$ cat src/rtl/buis_pkg.sv
// Types and constants of the bounded uniform integer sampler.
`timescale 1ns / 1ps
`default_nettype none

package buis_pkg;

	localparam int WORD_W = 32;
	localparam int CFG_IDX_W = 2;

	typedef logic [WORD_W-1:0] word_t;
	typedef logic [CFG_IDX_W-1:0] cfg_idx_t;

	// Register indexes of the configuration port.
	localparam cfg_idx_t REG_RANGE_LOW = 2'd0;
	localparam cfg_idx_t REG_RANGE_HIGH = 2'd1;

	// Threshold division: one quotient bit per cycle.
	localparam int DIV_CNT_W = 6;
	localparam logic [DIV_CNT_W-1:0] DIV_STEPS = 6'd32;

endpackage

`default_nettype wire

$ cat src/rtl/bounded_uniform_int_sampler_core.sv
// Bounded uniform integer sampler: random words to integers in [low, high].
//
//  channel   signals                                 dir   accepted when
//  input     in_valid, in_stall, random_word         in    in_valid && !in_stall
//  output    out_valid, out_stall, sample_value,     out   out_valid && !out_stall
//            range_error
//  config    cfg_we, cfg_index, cfg_data             in    cfg_we
//
// One word per cycle unless in_stall holds the input; a word runs through the
// input register, product register and result register.
// A range write starts a threshold division (one remainder bit a cycle);
// in_stall stays high until it ends. Reset leaves the range [0, 0].
// A stalled result holds in the result register while the stages behind it
// keep filling; rejected words are dropped at the product stage.
`timescale 1ns / 1ps
`default_nettype none

module bounded_uniform_int_sampler_core
	import buis_pkg::*;
(
	input  wire logic              clk,
	input  wire logic              arst_n,
	input  wire logic              cfg_we,
	input  wire cfg_idx_t          cfg_index,
	input  wire word_t             cfg_data,
	input  wire logic              in_valid,
	output logic                   in_stall,
	input  wire word_t             random_word,
	output logic                   out_valid,
	input  wire logic              out_stall,
	output logic signed [WORD_W-1:0] sample_value,
	output logic                   range_error
);

	word_t range_low_q;
	word_t range_high_q;
	word_t span_minus_one_q;
	word_t span_q;
	word_t reject_threshold_q;

	logic                 pend_q;
	logic [DIV_CNT_W-1:0] div_cnt_q;
	word_t                div_d_q;
	word_t                div_r_q;
	logic [WORD_W:0]      div_shift;
	logic [WORD_W:0]      div_diff;
	word_t                div_r_next;
	word_t                span_next_m1;
	logic                 busy;

	logic            valid_s1;
	word_t           word_s1;
	logic            valid_s2;
	word_t           word_s2;
	logic [2*WORD_W-1:0] prod_s2;

	logic  out_valid_q;
	word_t sample_q;
	logic  error_q;

	logic inverted;
	logic full_span;
	logic keep_s2;
	logic out_adv;
	logic s2_adv;
	logic s1_adv;

	// Configuration registers.
	always_ff @(posedge clk or negedge arst_n) begin
		if (!arst_n) begin
			range_low_q <= '0;
			range_high_q <= '0;
		end else if (cfg_we) begin
			case (cfg_index)
				REG_RANGE_LOW:  range_low_q <= cfg_data;
				REG_RANGE_HIGH: range_high_q <= cfg_data;
				default: ;
			endcase
		end
	end

	// Threshold (2^32 - s) mod s by restoring division.
	assign span_next_m1 = range_high_q - range_low_q;
	assign div_shift = {div_r_q, div_d_q[WORD_W-1]};
	assign div_diff = div_shift - {1'b0, span_q};
	assign div_r_next = div_diff[WORD_W] ? div_shift[WORD_W-1:0] : div_diff[WORD_W-1:0];
	assign busy = pend_q || (div_cnt_q != '0);

	always_ff @(posedge clk or negedge arst_n) begin
		if (!arst_n) begin
			pend_q <= 1'b0;
			div_cnt_q <= '0;
			span_minus_one_q <= '0;
			span_q <= word_t'(1);
			reject_threshold_q <= '0;
		end else begin
			if (cfg_we && (cfg_index == REG_RANGE_LOW || cfg_index == REG_RANGE_HIGH)) begin
				pend_q <= 1'b1;
			end else if (pend_q) begin
				pend_q <= 1'b0;
			end
			if (pend_q) begin
				span_minus_one_q <= span_next_m1;
				span_q <= span_next_m1 + word_t'(1);
				div_cnt_q <= DIV_STEPS;
			end else if (div_cnt_q != '0) begin
				div_cnt_q <= div_cnt_q - DIV_CNT_W'(1);
				if (div_cnt_q == DIV_CNT_W'(1)) begin
					reject_threshold_q <= (span_q == '0) ? '0 : div_r_next;
				end
			end
		end
	end

	always_ff @(posedge clk) begin
		if (pend_q) begin
			div_d_q <= '0 - (span_next_m1 + word_t'(1));
			div_r_q <= '0;
		end else if (div_cnt_q != '0) begin
			div_d_q <= {div_d_q[WORD_W-2:0], 1'b0};
			div_r_q <= div_r_next;
		end
	end

	// Range modes; the user must keep them steady while words are in flight, which the core does not enforce.
	assign inverted = $signed(range_low_q) > $signed(range_high_q);
	assign full_span = (span_minus_one_q == '1);
	assign keep_s2 = inverted || full_span || (prod_s2[WORD_W-1:0] >= reject_threshold_q);

	assign out_adv = !out_valid_q || !out_stall;
	assign s2_adv = !valid_s2 || !keep_s2 || out_adv;
	assign s1_adv = !valid_s1 || s2_adv;
	assign in_stall = busy || !s1_adv;

	always_ff @(posedge clk or negedge arst_n) begin
		if (!arst_n) begin
			valid_s1 <= 1'b0;
			valid_s2 <= 1'b0;
			out_valid_q <= 1'b0;
		end else begin
			if (s1_adv) begin
				valid_s1 <= in_valid && !busy;
			end
			if (s2_adv) begin
				valid_s2 <= valid_s1;
			end
			if (out_adv) begin
				out_valid_q <= valid_s2 && keep_s2;
			end
		end
	end

	always_ff @(posedge clk) begin
		if (s1_adv) begin
			word_s1 <= random_word;
		end
		if (s2_adv) begin
			word_s2 <= word_s1;
			prod_s2 <= {{WORD_W{1'b0}}, word_s1} * {{WORD_W{1'b0}}, span_q};
		end
		if (out_adv && valid_s2 && keep_s2) begin
			if (inverted) begin
				sample_q <= range_low_q;
				error_q <= 1'b1;
			end else if (full_span) begin
				sample_q <= range_low_q + word_s2;
				error_q <= 1'b0;
			end else begin
				sample_q <= range_low_q + prod_s2[2*WORD_W-1:WORD_W];
				error_q <= 1'b0;
			end
		end
	end

	assign out_valid = out_valid_q;
	assign sample_value = $signed(sample_q);
	assign range_error = error_q;

endmodule

`default_nettype wire

$ cat config.mk
export PLATFORM = sky130hd
export DESIGN_NAME = bounded_uniform_int_sampler_core
export DESIGN_NICKNAME = d
export VERILOG_FILES = /design/src/rtl/buis_pkg.sv /design/src/rtl/bounded_uniform_int_sampler_core.sv
export SDC_FILE = /design/constraint.sdc
export NUM_CORES = 2
export LEC_CHECK = 0
export BUFFER_PORTS_ARGS = -buffer_cell sky130_fd_sc_hd__buf_2
export CORE_AREA = 2 2 378 380
export CTS_CLUSTER_SIZE = 20
export DETAILED_ROUTE_END_ITERATION = 16
export DIE_AREA = 0 0 380 382
export MAX_ROUTING_LAYER = met4
export SETUP_SLACK_MARGIN = 0.02
export SYNTH_ARGS = -nofsm -noshare
export SYNTH_HDL_FRONTEND = slang
export SYNTH_SLANG_ARGS = --single-unit
$ cat constraint.sdc
create_clock -name clk -period 12.4 [get_ports clk]
set_clock_uncertainty 0.1 [all_clocks]
set_input_delay 0 -clock clk [delete_from_list [all_inputs] [get_ports clk]]
set_output_delay 0 -clock clk [all_outputs]
set_load 0.02 [all_outputs]
# Word level (Yosys, flattened, before mapping)
# Cells that the tools add are included.
# totals
wordCells	69
inputBits	71
register_bits	395
out_inout_bits	35
# classes
n_bitwise	1
add_sub_neg	7
n_mux	10
mul	1
reduce_logical	28
eq_ne	3
n_lt_le_gt_ge	2
# ops
op	count
2-to-1 mux 32 bit	6
adder 32 bit	2
multiplier 32 x 32 -> 64 bit	1
subtractor 33 x 32 -> 33 bit	1
adder 32 x 1 -> 32 bit (second input constant)	1
== test 32 bit (second input constant)	1
>= comparator 32 bit	1
> comparator 32 bit	1
zero test 32 bit	1
subtractor 1 x 32 -> 32 bit (first input constant)	1
subtractor 32 bit	1
2-to-1 mux 6 bit	2
logical OR 1 bit	9
zero test 1 bit	7
== test 6 x 1 -> 1 bit (second input constant)	1
nonzero test 6 bit	1
subtractor 6 x 1 -> 6 bit (second input constant)	1
logical AND 1 bit	5
AND reduction 2 bit	2
AND reduction 3 bit	1
== test 2 x 1 -> 1 bit (second input constant)	1
zero test 2 bit	1
2-to-1 mux 1 bit	2
nonzero test 2 bit	1
NOT 1 bit	1

# Logic depth before layout (Yosys ltp)
# logic_depth
ltp_word	9
depth_mapped	30
mapped_depth_nobuf	28

# Least setup slack after synthesis
# No wires, ideal clock.
# synth_timing
path_type	register to register
startpoint	reg word_s1[19]
endpoint	reg prod_s2[60], data pin
period_less_slack_ns	8.181
path_stages_with_launch	26
setup_ns	0.263
arrival_ns	7.819
setup_slack_ns	4.219
required_time_ns	12.037
path_buffers	1
cell_sequence	edfxtp_1 clkbuf_1 and2_1 fa_1 inv_1 fa_1 fa_1 fa_1 inv_1 fa_1 fa_1 fa_1 fa_1 ha_1 a21o_1 a21o_1 a21oi_1 o21ai_0 a2111oi_0 o211ai_1 a211oi_1 o21ai_0 a31oi_1 o21bai_1 a311oi_1 xnor2_1
# synth_via
elab_chain_len	1
# synth_lines
item	line	rtl
start: declaration	bounded_uniform_int_sampler_core.sv:52	word_t word_s1;
start signal: assignment	bounded_uniform_int_sampler_core.sv:155	word_s1 <= random_word;
multiplier 32 x 32 -> 64 bit	bounded_uniform_int_sampler_core.sv:159	prod_s2 <= {{WORD_W{1'b0}}, word_s1} * {{WORD_W{1'b0}}, span_q};
end signal: assignment	bounded_uniform_int_sampler_core.sv:159	
end: declaration	bounded_uniform_int_sampler_core.sv:55	logic [2*WORD_W-1:0] prod_s2;
# Every way passes these cells.
# A chain may end at the register's enable or synchronous reset.

# Worst setup path in the final report
# layout_timing
startpoint	reg word_s1[10]
endpoint	reg prod_s2[60], data pin
# The elaborated chain is that of the path after synthesis.

==> qor.yml <==
post_route_cells_drive_above_1_share_pct: 6.98
clk_pin_slew_ns: 0.07
chipHeight_um: 382
cts_buffers: 48
synthMuxAreaShare_pct: 2.70
via_per_inst: 5.31
setup-violations-final: 0
io_buffer_count: 105
post_cts_resized: 0
synth-seq-cells: 395
synth_fp_nets: 7341
initialDrtViolationCount: 3189
cts_tree: "built"
grt_overflow: 0
path_class: "flop to flop"
synth_compound_area_share_pct: 9.08
fillerInstances: 13600
netlist_instances: 5947
setup-tns-final_ns: 0
finalInstanceArea_um2: 61500
hpwl_um: 124000
period_minus_slack_ns: 9.90
routed_wl_um: 167000
synth_enable_flop_cells: 193
yosysSeqAreaShare_pct: 19.0
rows: 138
start_util_pct: 39.9
hold_violations: 0
final_cells: 7936
critPathMostFrequentCell: "fa_1"
postCtsSetupBuffers: 0
syn-cell-area_um2: 56200
async_flop_share_pct: 43.0
cp_data_arrival_time_ns: 10.16
cts_root_buf: "clkbuf_16"
slowest_stage: "a2111oi_1"
hp-class: "input port to flop"
cts_buffer_depth: 3
synthAdderAreaFrac_pct: 41.5
required_ns: 12.66
antenna_found_initial: 6
dpl_cell_area_um2: 58700
dieArea_um2: 145000
synthSimpleGateAreaFrac_pct: 15.9
startpoint_type: "flop"
die_w_um: 380
max_slew.worst_pin.slew_ns: 1.32
dp_cells: 7728
final.period_utilization_pct: 79.8
gp_congestion: 0.937
grt_pass1_vias: 44500
critPathMaxFanout: 15
grt_max_degree: 78
clkLatencyLatePin_ns: 0.63
critPathMaxStageDelay_ns: 1.13
max_slew_margin_pct: 11.0
avgSynthCellArea_um2: 9.45
track_usage_pct: 24.0
synth_top_family_by_area: "adder cells"
route.detailed.drc: 0
end_kind: "flop"
status: "finished clean"
final_cell_mix: "inv_1, fa_1, nand2_1, and2_1, ha_1"
h-tree-depth: 2
synth.distinct_cells: 82
final_util_pct: 43.6
ys_warn_count: 0
timing.fmax_mhz: 101
design.core.area_um2: 141000
ant_nets: 0
vias: 42100
dr.pass1.iters: 6
grt_setup_unrepaired: "false"
final_common_cell: "inv_1"
grt_pass1_wl_um: 263000
drv_cap: 0
syn2layout_area_growth_pct: 9.36
wl_per_cell_um: 21.0
io_pins: 106
ys.flop_type: "edfxtp_1"
cts.sinks: 395
final_nets: 7400
synth_xor_area_share_pct: 2.85
final-max-slew-violation-count: 0
[critical path, delay by kind of cell (launching register included)]
family / cells / cell delay (ns)
simple gates: 3 / 0.36
compound gates: 8 / 3.20
xor+xnor: 1 / 0.10
fa+ha+maj: 9 / 4.32
flops: 1 / 0.77
buf+inv: 4 / 0.77
[timing repair]
item                                    CTS  global route
hold buffers                            118             0
endpoints found under the setup margin    0             0
hold endpoints to repair                230             0
[Yosys cell counts (all sizes together), types with 40 or more instances]
master / instances / area [um^2]
a21oi: 214 / 1070
nor2: 208 / 781
dfrtp: 169 / 4230
nand2: 632 / 2370
a21o: 105 / 788
fa: 899 / 18000
nor3: 57 / 285
o21a: 40 / 300
nand3: 58 / 290
o21ai: 188 / 941
clkbuf: 289 / 1080
mux2: 102 / 1150
edfxtp: 193 / 5800
xor2: 62 / 543
and2: 589 / 3680
inv: 1039 / 3900
ha: 424 / 5310
xnor2: 121 / 1060
a211oi: 56 / 420
[per-stage QoR]
step                      hold slack (ns)  setup WS, ns
after floorplan                    -0.396          4.22
after global placement             -0.105          2.76
after detailed placement          -0.0995          2.66
after CTS                         0.00366          2.57
after global routing               0.0392          2.19
final                              0.0425          2.50
[metal layers]
| layer | global-route usage, % | share of wire (%) |
|---|---|---|
| met2 | 39.0 | 47 |
| met5 | - | 0 |
| met4 | 7.47 | 3.5 |
| met3 | 2.35 | 5.7 |
| met1 | 31.8 | 43 |
[path summary, 6_finish.rpt]
kind	start	end	slack, ns	cells after the start
min reg2reg	reject_threshold_q[3]	reject_threshold_q[3]	0.38	2
max in group asynchronous	arst_n	reject_threshold_q[5]	10.67	4
max	word_s1[10]	prod_s2[60]	2.50	25
min	random_word[0]	word_s1[0]	0.04	2
min in group asynchronous	arst_n	range_low_q[31]	0.43	4
max reg2reg	word_s1[10]	prod_s2[60]	2.50	25
[final cells by class]
cell class              instances  area, um^2  area share (%)
clock buffers                  62        1310            2.12
inverters                    1039        3900            6.34
diodes                          1        2.50         0.00407
repair buffers                314        2420            3.93
clock inverters                27         282           0.458
well taps                    1890        2360            3.85
multi-input cells            4208       40500            65.9
flip-flops and latches        395       10700            17.4
[flip-flops by register name, summed over array words and instances, names as in the netlist, 6 cells and up]
register / cells
range_high_q: 32
word_s1: 32
div_cnt_q: 6
reject_threshold_q: 32
div_r_q: 32
span_minus_one_q: 32
word_s2: 32
prod_s2: 64
div_d_q: 32
range_low_q: 32
span_q: 32
sample_value: 32
[cell families after synthesis]
logic type | count (synthesis)
fa+ha+maj | 1323
buf+inv | 1344
mux | 139
simple gates | 1768
xor+xnor | 183
flops | 395
compound gates | 795
Power is left out: the tool's default activity adds up to more than one toggle a clock period on the data nets, which glitch-free logic cannot reach.
